--- config.mk ---
export PLATFORM = sky130hd
export DESIGN_NAME = pid_controller_antiwindup
export DESIGN_NICKNAME = d
export VERILOG_FILES = /design/src/hw/rtl/pidaw_pkg.sv /design/src/hw/rtl/pid_controller_antiwindup.sv
export SDC_FILE = /design/constraint.sdc
export NUM_CORES = 2
export LEC_CHECK = 0
export CAP_MARGIN = 5
export CORE_ASPECT_RATIO = 1.5
export CORE_MARGIN = 2
export CORE_UTILIZATION = 37
export DETAILED_ROUTE_END_ITERATION = 7
export DONT_BUFFER_PORTS = 1
export GPL_ROUTABILITY_DRIVEN = 0
export HOLD_SLACK_MARGIN = 0.05
export PLACE_DENSITY = 0.53
export SYNTH_ARGS = -nofsm -noshare
export SYNTH_HDL_FRONTEND = slang
export SYNTH_SLANG_ARGS = --single-unit
--- constraint.sdc ---
create_clock -name clk -period 39.7 [get_ports clk]
set_clock_uncertainty 0.15 [all_clocks]
set_input_delay 1.985 -clock clk [delete_from_list [all_inputs] [get_ports clk]]
set_output_delay 1.985 -clock clk [all_outputs]
set_load 0.02 [all_outputs]
--- src/hw/rtl/pidaw_pkg.sv ---
package pidaw_pkg;

  // Filter weight of the old rate, Q8.
  localparam int unsigned FILTER_COEF_Q8 = 77;
  localparam int unsigned INTEGRAL_DEADBAND_Q16 = 32768;
  localparam int unsigned MAX_GAP_MS = 2000;
  localparam bit DERIV_ON_MEAS = 1'b1;

  // Rates and integral steps are scaled from milliseconds to seconds.
  localparam int unsigned MS_PER_S = 1000;

  localparam int MC_W = 51;
  localparam int ML_W = 33;
  localparam int PR_W = MC_W + ML_W;
  localparam int DV_W = 16;
  localparam int DD_W = 64;
  localparam int SUM_W = 54;

  localparam logic [MC_W-1:0] QLIM = MC_W'(51'h4_0000_0000_0000);

  typedef enum logic [2:0] {
    REG_GAIN_P,
    REG_GAIN_I,
    REG_GAIN_D,
    REG_ERROR_DEADBAND,
    REG_DRIVE_MIN,
    REG_DRIVE_MAX,
    REG_INTEGRAL_BOUND,
    REG_CONTROL_MODE
  } reg_idx_t;

  // The min clamp is applied last so that it wins on crossed limits.
  function automatic logic [15:0] clamp_drive(logic signed [SUM_W-1:0] v,
                                              logic [15:0] dmin,
                                              logic [15:0] dmax);
    logic signed [SUM_W-1:0] hi;
    logic signed [SUM_W-1:0] lo;
    logic [15:0] r;
    hi = $signed({{(SUM_W-32){1'b0}}, dmax, 16'b0});
    lo = $signed({{(SUM_W-32){1'b0}}, dmin, 16'b0});
    if (v > hi) begin
      r = dmax;
    end else if (v < 0) begin
      r = 16'd0;
    end else begin
      r = v[31:16];
    end
    if (v < lo) begin
      r = dmin;
    end
    return r;
  endfunction

endpackage

--- src/hw/rtl/pid_controller_antiwindup.sv ---
// Channel   Direction  Handshake               Payload
// input     in         in_valid / in_stall     cmd, measurement, target, time_ms
// result    out        out_valid / out_stall   drive
// config    in         cfg_valid / cfg_ready   cfg_index, cfg_data
//
// One item is worked at a time. A reset command, manual mode or a held sample
// goes straight to the result; a first sample needs one product; a full update
// runs through the bit-serial multiplier and the restoring divider, used in
// turn for every product and quotient.
// Reset is synchronous and restores the registers and controller state.
// A new item is taken while a finished result still waits under out_stall.
module pid_controller_antiwindup (
  input  logic        clk,
  input  logic        rst,
  input  logic        in_valid,
  output logic        in_stall,
  input  logic        cmd,
  input  logic [31:0] measurement,
  input  logic [31:0] target,
  input  logic [31:0] time_ms,
  output logic        out_valid,
  input  logic        out_stall,
  output logic [15:0] drive,
  input  logic        cfg_valid,
  output logic        cfg_ready,
  input  logic [2:0]  cfg_index,
  input  logic [31:0] cfg_data
);

  localparam int MC_W = pidaw_pkg::MC_W;
  localparam int ML_W = pidaw_pkg::ML_W;
  localparam int PR_W = pidaw_pkg::PR_W;
  localparam int DV_W = pidaw_pkg::DV_W;
  localparam int DD_W = pidaw_pkg::DD_W;
  localparam int SUM_W = pidaw_pkg::SUM_W;

  typedef enum logic [3:0] {
    S_IDLE, S_PREP, S_MUL, S_MULEND, S_DIV, S_DIVEND, S_FILT1, S_FILT2,
    S_PRE, S_ISUM, S_FIN, S_FIRST, S_DONE
  } state_t;

  typedef enum logic [2:0] {OP_P, OP_RATE, OP_D, OP_I, OP_STEP} op_t;

  // Configuration registers.
  logic signed [31:0] gain_p, gain_i, gain_d;
  logic [30:0] error_deadband, integral_bound;
  logic [15:0] drive_min, drive_max;
  logic        control_mode;

  // Controller state.
  logic signed [31:0] isum;
  logic signed [47:0] fr;
  logic signed [31:0] prevm;
  logic signed [32:0] preve;
  logic [31:0] prevt;
  logic        first;
  logic [15:0] held;

  // Item and working registers.
  state_t state;
  op_t    op;
  logic        cmd_r;
  logic signed [31:0] meas_r, target_r;
  logic [31:0] time_r;
  logic signed [32:0] err_r;
  logic [32:0] aerr_r;
  logic [DV_W-1:0] dt_r;
  logic signed [51:0] p_r, d_r;
  logic signed [47:0] x_r;
  logic signed [55:0] tmp;
  logic signed [52:0] step_r;
  logic [15:0] res;
  logic neg;

  // Shared bit-serial multiplier and divider.
  logic [MC_W-1:0] mcand;
  logic [PR_W-1:0] prod;
  logic [5:0] mcnt;
  logic [DV_W-1:0] dvs, drem;
  logic [DD_W-1:0] quo;
  logic [5:0] dcnt;

  assign cfg_ready = 1'b1;
  assign in_stall = (state != S_IDLE);

  always_ff @(posedge clk) begin
    if (rst) begin
      gain_p <= '0;
      gain_i <= '0;
      gain_d <= '0;
      error_deadband <= '0;
      drive_min <= '0;
      drive_max <= 16'hffff;
      integral_bound <= 31'd32768000;
      control_mode <= 1'b1;
    end else if (cfg_valid && cfg_ready) begin
      case (cfg_index)
        pidaw_pkg::REG_GAIN_P:         gain_p <= cfg_data;
        pidaw_pkg::REG_GAIN_I:         gain_i <= cfg_data;
        pidaw_pkg::REG_GAIN_D:         gain_d <= cfg_data;
        pidaw_pkg::REG_ERROR_DEADBAND: error_deadband <= cfg_data[30:0];
        pidaw_pkg::REG_DRIVE_MIN:      drive_min <= cfg_data[15:0];
        pidaw_pkg::REG_DRIVE_MAX:      drive_max <= cfg_data[15:0];
        pidaw_pkg::REG_INTEGRAL_BOUND: integral_bound <= cfg_data[30:0];
        pidaw_pkg::REG_CONTROL_MODE:   control_mode <= cfg_data[0];
        default: ;
      endcase
    end
  end

  // Error with deadband, time step and derivative difference.
  logic signed [32:0] err_raw, errd;
  logic [32:0] aerr_raw, aerrd;
  logic [31:0] dt_full;
  logic signed [33:0] diff;
  logic [33:0] dmag;
  logic xneg;
  logic [31:0] gp_mag, gi_mag, gd_mag;

  always_comb begin
    err_raw = $signed({target_r[31], target_r}) - $signed({meas_r[31], meas_r});
    aerr_raw = err_raw[32] ? 33'(-err_raw) : 33'(err_raw);
    if (error_deadband != '0 && aerr_raw < {3'b0, error_deadband[30:1]}) begin
      errd = '0;
      aerrd = '0;
    end else begin
      errd = err_raw;
      aerrd = aerr_raw;
    end
    dt_full = time_r - prevt;
    if (pidaw_pkg::DERIV_ON_MEAS) begin
      diff = 34'(meas_r) - 34'(prevm);
    end else begin
      diff = 34'(errd) - 34'(preve);
    end
    dmag = diff[33] ? 34'(-diff) : 34'(diff);
    xneg = pidaw_pkg::DERIV_ON_MEAS ? !diff[33] : diff[33];
    gp_mag = gain_p[31] ? 32'(-gain_p) : 32'(gain_p);
    gi_mag = gain_i[31] ? 32'(-gain_i) : 32'(gain_i);
    gd_mag = gain_d[31] ? 32'(-gain_d) : 32'(gain_d);
  end

  // Multiplier step, product scaling with saturation, divider step.
  logic [MC_W:0] msum;
  logic [67:0] qhi;
  logic [MC_W-1:0] qmag;
  logic signed [51:0] qval;
  logic [DV_W:0] dsh, ddif;
  logic dge;

  always_comb begin
    msum = {1'b0, prod[PR_W-1:ML_W]} + (prod[0] ? {1'b0, mcand} : '0);
    qhi = prod[PR_W-1:16];
    qmag = (qhi > 68'(pidaw_pkg::QLIM)) ? pidaw_pkg::QLIM : qhi[MC_W-1:0];
    qval = neg ? -$signed({1'b0, qmag}) : $signed({1'b0, qmag});
    dsh = {drem, quo[DD_W-1]};
    dge = (dsh >= {1'b0, dvs});
    ddif = dsh - {1'b0, dvs};
  end

  // Filter update, pre-saturation sum and integral update.
  logic signed [55:0] fsum;
  logic signed [47:0] fr_next;
  logic [47:0] fr_mag;
  logic signed [SUM_W-1:0] pre, isum_sum, bnd, total;
  logic sat_hi, sat_lo, integ;

  always_comb begin
    fsum = tmp + 56'(x_r) * $signed(56'(256 - pidaw_pkg::FILTER_COEF_Q8));
    fr_next = 48'(fsum >>> 8);
    fr_mag = fr_next[47] ? 48'(-fr_next) : 48'(fr_next);
    pre = SUM_W'(p_r) + SUM_W'(isum) + SUM_W'(d_r);
    sat_hi = pre > $signed({{(SUM_W-32){1'b0}}, drive_max, 16'b0});
    sat_lo = pre < $signed({{(SUM_W-32){1'b0}}, drive_min, 16'b0});
    integ = (!(sat_hi || sat_lo) || (sat_hi && err_r < 0) || (!sat_hi && err_r > 0))
            && (aerr_r > 33'(pidaw_pkg::INTEGRAL_DEADBAND_Q16));
    isum_sum = SUM_W'(isum) + SUM_W'(step_r);
    bnd = $signed({{(SUM_W-31){1'b0}}, integral_bound});
    total = pre;
  end

  always_ff @(posedge clk) begin
    if (rst) begin
      state <= S_IDLE;
      out_valid <= 1'b0;
      isum <= '0;
      fr <= '0;
      prevm <= '0;
      preve <= '0;
      prevt <= '0;
      first <= 1'b1;
      held <= '0;
    end else begin
      if (out_valid && !out_stall && state != S_DONE) begin
        out_valid <= 1'b0;
      end
      case (state)
        S_IDLE: begin
          if (in_valid) begin
            cmd_r <= cmd;
            meas_r <= measurement;
            target_r <= target;
            time_r <= time_ms;
            state <= S_PREP;
          end
        end
        S_PREP: begin
          err_r <= errd;
          aerr_r <= aerrd;
          dt_r <= dt_full[DV_W-1:0];
          d_r <= '0;
          if (cmd_r || (control_mode && !first && dt_full > 32'(pidaw_pkg::MAX_GAP_MS))) begin
            isum <= '0;
            fr <= '0;
            first <= 1'b1;
            held <= '0;
            res <= '0;
            if (cmd_r) begin
              prevm <= '0;
              preve <= '0;
              prevt <= '0;
            end else begin
              prevm <= meas_r;
              preve <= errd;
              prevt <= time_r;
            end
            state <= S_DONE;
          end else if (!control_mode || (!first && dt_full == '0)) begin
            res <= held;
            state <= S_DONE;
          end else if (!first && gain_d != '0) begin
            op <= OP_RATE;
            mcand <= MC_W'(dmag);
            prod <= PR_W'(pidaw_pkg::MS_PER_S);
            neg <= xneg;
            mcnt <= '0;
            state <= S_MUL;
          end else begin
            op <= OP_P;
            mcand <= MC_W'(aerrd);
            prod <= PR_W'(gp_mag);
            neg <= gain_p[31] ^ errd[32];
            mcnt <= '0;
            state <= S_MUL;
          end
        end
        S_MUL: begin
          prod <= {msum, prod[ML_W-1:1]};
          mcnt <= mcnt + 6'd1;
          if (mcnt == 6'(ML_W - 1)) begin
            state <= S_MULEND;
          end
        end
        S_MULEND: begin
          case (op)
            OP_P: begin
              p_r <= qval;
              state <= first ? S_FIRST : S_PRE;
            end
            OP_RATE: begin
              quo <= prod[DD_W-1:0];
              drem <= '0;
              dvs <= dt_r;
              dcnt <= '0;
              state <= S_DIV;
            end
            OP_D: begin
              d_r <= qval;
              op <= OP_P;
              mcand <= MC_W'(aerr_r);
              prod <= PR_W'(gp_mag);
              neg <= gain_p[31] ^ err_r[32];
              mcnt <= '0;
              state <= S_MUL;
            end
            OP_I: begin
              op <= OP_STEP;
              mcand <= qmag;
              prod <= PR_W'(dt_r);
              mcnt <= '0;
              state <= S_MUL;
            end
            OP_STEP: begin
              quo <= prod[DD_W-1:0];
              drem <= '0;
              dvs <= DV_W'(pidaw_pkg::MS_PER_S);
              dcnt <= '0;
              state <= S_DIV;
            end
            default: state <= S_IDLE;
          endcase
        end
        S_DIV: begin
          drem <= dge ? ddif[DV_W-1:0] : dsh[DV_W-1:0];
          quo <= {quo[DD_W-2:0], dge};
          dcnt <= dcnt + 6'd1;
          if (dcnt == 6'(DD_W - 1)) begin
            state <= S_DIVEND;
          end
        end
        S_DIVEND: begin
          if (op == OP_RATE) begin
            x_r <= neg ? -$signed({1'b0, quo[46:0]}) : $signed({1'b0, quo[46:0]});
            state <= S_FILT1;
          end else begin
            step_r <= neg ? -$signed({1'b0, quo[51:0]}) : $signed({1'b0, quo[51:0]});
            state <= S_ISUM;
          end
        end
        S_FILT1: begin
          tmp <= 56'(fr) * $signed(56'(pidaw_pkg::FILTER_COEF_Q8));
          state <= S_FILT2;
        end
        S_FILT2: begin
          fr <= fr_next;
          op <= OP_D;
          mcand <= MC_W'(fr_mag);
          prod <= PR_W'(gd_mag);
          neg <= gain_d[31] ^ fr_next[47];
          mcnt <= '0;
          state <= S_MUL;
        end
        S_PRE: begin
          if (integ) begin
            op <= OP_I;
            mcand <= MC_W'(aerr_r);
            prod <= PR_W'(gi_mag);
            neg <= gain_i[31] ^ err_r[32];
            mcnt <= '0;
            state <= S_MUL;
          end else begin
            state <= S_FIN;
          end
        end
        S_ISUM: begin
          if (isum_sum > bnd) begin
            isum <= bnd[31:0];
          end else if (isum_sum < -bnd) begin
            isum <= 32'(-bnd);
          end else begin
            isum <= isum_sum[31:0];
          end
          state <= S_FIN;
        end
        S_FIN: begin
          held <= pidaw_pkg::clamp_drive(total, drive_min, drive_max);
          res <= pidaw_pkg::clamp_drive(total, drive_min, drive_max);
          prevt <= time_r;
          prevm <= meas_r;
          preve <= err_r;
          state <= S_DONE;
        end
        S_FIRST: begin
          held <= pidaw_pkg::clamp_drive(SUM_W'(p_r), drive_min, drive_max);
          res <= pidaw_pkg::clamp_drive(SUM_W'(p_r), drive_min, drive_max);
          prevt <= time_r;
          prevm <= meas_r;
          preve <= err_r;
          first <= 1'b0;
          state <= S_DONE;
        end
        S_DONE: begin
          if (!out_valid || !out_stall) begin
            out_valid <= 1'b1;
            drive <= res;
            state <= S_IDLE;
          end
        end
        default: state <= S_IDLE;
      endcase
    end
  end

  // An accepted item keeps the input side closed on the next cycle.
  assert property (@(posedge clk) disable iff (rst)
    (in_valid && !in_stall) |=> in_stall)
    else $error("input taken while an item is in work");

  // The divider remainder stays below the divisor.
  assert property (@(posedge clk) disable iff (rst)
    (state == S_DIV) |-> (drem < dvs))
    else $error("divider remainder out of range");

  // The multiplier never runs past its last bit.
  assert property (@(posedge clk) disable iff (rst)
    (state == S_MUL) |-> (mcnt < 6'(ML_W)))
    else $error("multiplier count overrun");

  // Before the first sample the integral and the filter are clear.
  assert property (@(posedge clk) disable iff (rst)
    first |-> (isum == '0 && fr == '0))
    else $error("state not clear before first sample");

endmodule

==> out/metrics.yaml <==
drt-initial-drc-count: 7281
cp_cell_sequence: "fa_1 > ha_1 > a211oi_1 > o21bai_1 > o31a_1 > a41o_1 > or2_2 > xor2_1 > ha_1 > nand4_1 > nor4_1 > o221ai_1 > nor4_1 > nand4_1 > a2111oi_0 > buf_4 > a31o_2 > nand4_1 > nand2_1 > a21oi_1 > a2111oi_2 > buf_4 > buf_4"
yosysSeqAreaShare_pct: 33.0
synth_cell_types: 114
synth_cells: 9725
yosysWarnings: 0
timing.final.crit_share_pct: 26.9
cts_root_buf: "clkbuf_16"
slew_viol_final: 65
cp.arrival_ns: 10.87
ir_drop_v: 0.0000454
synthFlopType: "edfxtp_1"
period_needed_ns: 10.67
violations: "slew limit"
netlist_top_cells_area: "edfxtp_1 25%, ha_1 12%, dfxtp_1 8.2%, fa_1 7.8%, nand2_1 5.2%"
worstSetupEndpointType: "flip-flop"
max_freq_ghz: 0.0937
path_buf_inv: 3
synth_nets: 11000
hold_path.class: "reg2reg"
power.density_nw_per_um2: 48.3
fin_util_pct: 40.3
drive_gt1_share_pct: 4.89
finalHoldViolCount: 0
dr.pass1.iters: 7
regArea_um2: 28700
antenna_found_initial: 24
cp_slowest_cell: "a2111oi_0"
cts_setup_buffers: 0
h-tree-depth: 3
fin_nets: 10900
port-buffer-count: 0
grt_usage_pct: 26.1
maxSlewHeadroom_pct: -11.9
grt_remaining_overflow: 0
critPathLaunchType: "flip-flop"
drc_errors: 0
path_delay_family: "compound AO/OA/AOI/OAI gates"
run_status: "complete, but fails checks"
synth_area_leader_cell: "edfxtp_1"
vias: 73600
crit_type: "reg2reg"
crit_fanout: 58
cts_buffers: 114
finalSetupViolCount: 0
tns_ns: 0
netlist_area_um2: 87000
grt_pass1_vias: 71800
fill_cells: 23300
multi_input_area_um2: 53100
cts_sinks: 1076
io_pins: 156
core-area_um2: 234000
chipHeight_um: 598
tightest_slew_ns: 1.68
core.rowCount: 218
hpwlAfterDp_um: 252000
clk_latency_ns: 0.82
drv_cap: 0
ys_async_sr_fraction_pct: 0
cts_max_path_buffers: 3
routedWlPerCell_um: 25.0
rsz0062_at_grt: "false"
ys_ff_latch: 1076
drtAntennaViolNets: 0
hold_buffers: 0
grt_pass1_wl_um: 468000
die_area_um2: 239000
synthToLayoutAreaGrowth_pct: 8.53
p_leak_uw: 0.0386
final_cell_mix: "1203 x nand2_1, 1000 x inv_1, 813 x ha_1"
grt_max_degree: 317
required_ns: 39.90
vias_per_cell: 5.77
max_stage_delay_ns: 1.06
synth_area_per_cell_um2: 8.94
synth_top_area_share_pct: 24.8
cts_tree: "done"
initial_core_util_pct: 37.1
path_clk_slew_ns: 0.07
die_w_um: 400
wl_um: 319000
ctsResizeCount: 0
final_common_cell: "nand2_1"
synth-edff-count: 719
==> metrics by stage <==
step,std cells,instance area (um2),hold WS (ns),setup slack (ns),total power [uW]
final,12800,94400,0.272,29.03,4550
after global routing,12700,94300,0.283,28.77,4770
after CTS,12700,94300,0.271,29.60,4540
after detailed placement,12500,90300,0.255,29.65,3380
after global placement,12500,90300,0.252,29.67,3350
after floorplan,9725,87000,0.250,19.19,2730
==> power by group <==
| part | internal (uW) | total, uW | leakage (uW) | switching (uW) |
|---|---|---|---|---|
| Clock | 637 | 1150 | 0.00192 | 513 |
| Sequential | 1410 | 1540 | 0.00951 | 136 |
| Combinational | 604 | 1860 | 0.0272 | 1260 |
==> flip-flops by register name (all words and copies together) (netlist names), 33 cells and up <==
| signal | cells |
|---|---|
| prod | 84 |
| x_r | 48 |
| d_r | 52 |
| step_r | 53 |
| aerr_r | 33 |
| p_r | 52 |
| err_r | 33 |
| quo | 64 |
| fr | 48 |
| mcand | 51 |
| tmp | 56 |
==> area by class of cell <==
class	count	area share, %
Clock buffer	144	3.32
Antenna cell	15	0.0398
Multi-Input combinational cell	7258	56.3
Tap cell	3080	4.08
Timing Repair Buffer	114	0.915
Inverter	1001	3.98
Sequential cell	1076	30.5
Clock inverter	73	0.911
==> routing by layer <==
| metal | part of all wire [%] | global-route usage (%) |
|---|---|---|
| met5 | 0.015 | 0 |
| met2 | 48 | 44.2 |
| met3 | 6.4 | 3.72 |
| met1 | 38 | 30.8 |
| met4 | 7.4 | 16.4 |
==> cells by family after synthesis <==
group                      synth area share (%)
muxes                                     0.888
and+or+nand+nor                            17.3
DFF                                        33.0
adders and majority gates                  19.5
buffers and inverters                      6.13
xor gates and xnor gates                   5.61
AOI/OAI and AO/OA                          17.6
other                                   0.00431
==> Yosys cell counts (35+ instances only) <==
cell type,number
a211oi_1,98
a21o_1,214
a21oi_1,753
a222oi_1,42
a31oi_1,74
and2_1,138
and3_1,78
clkbuf_1,327
dfxtp_1,357
edfxtp_1,719
fa_1,337
ha_1,813
inv_1,1000
mux2i_1,58
nand2_1,1207
nand2b_1,96
nand3_1,270
nand4_1,120
nor2_1,577
nor2b_1,106
nor3_1,190
nor4_1,94
o211ai_1,91
o21a_1,86
o21ai_0,398
o21bai_1,50
o221ai_1,40
o31ai_1,84
or2_2,42
or3_1,74
or4_1,35
xnor2_1,351
xor2_1,206
==> final timing paths <==
kind,from,to,slack [ns],cells past startpoint
min reg2reg,res[9],drive[9],0.27,0
max,isum[23],prod[60],29.03,23
max reg2reg,isum[23],prod[60],29.03,23
min,res[9],drive[9],0.27,0
Power figures use the tool's default switching activity.
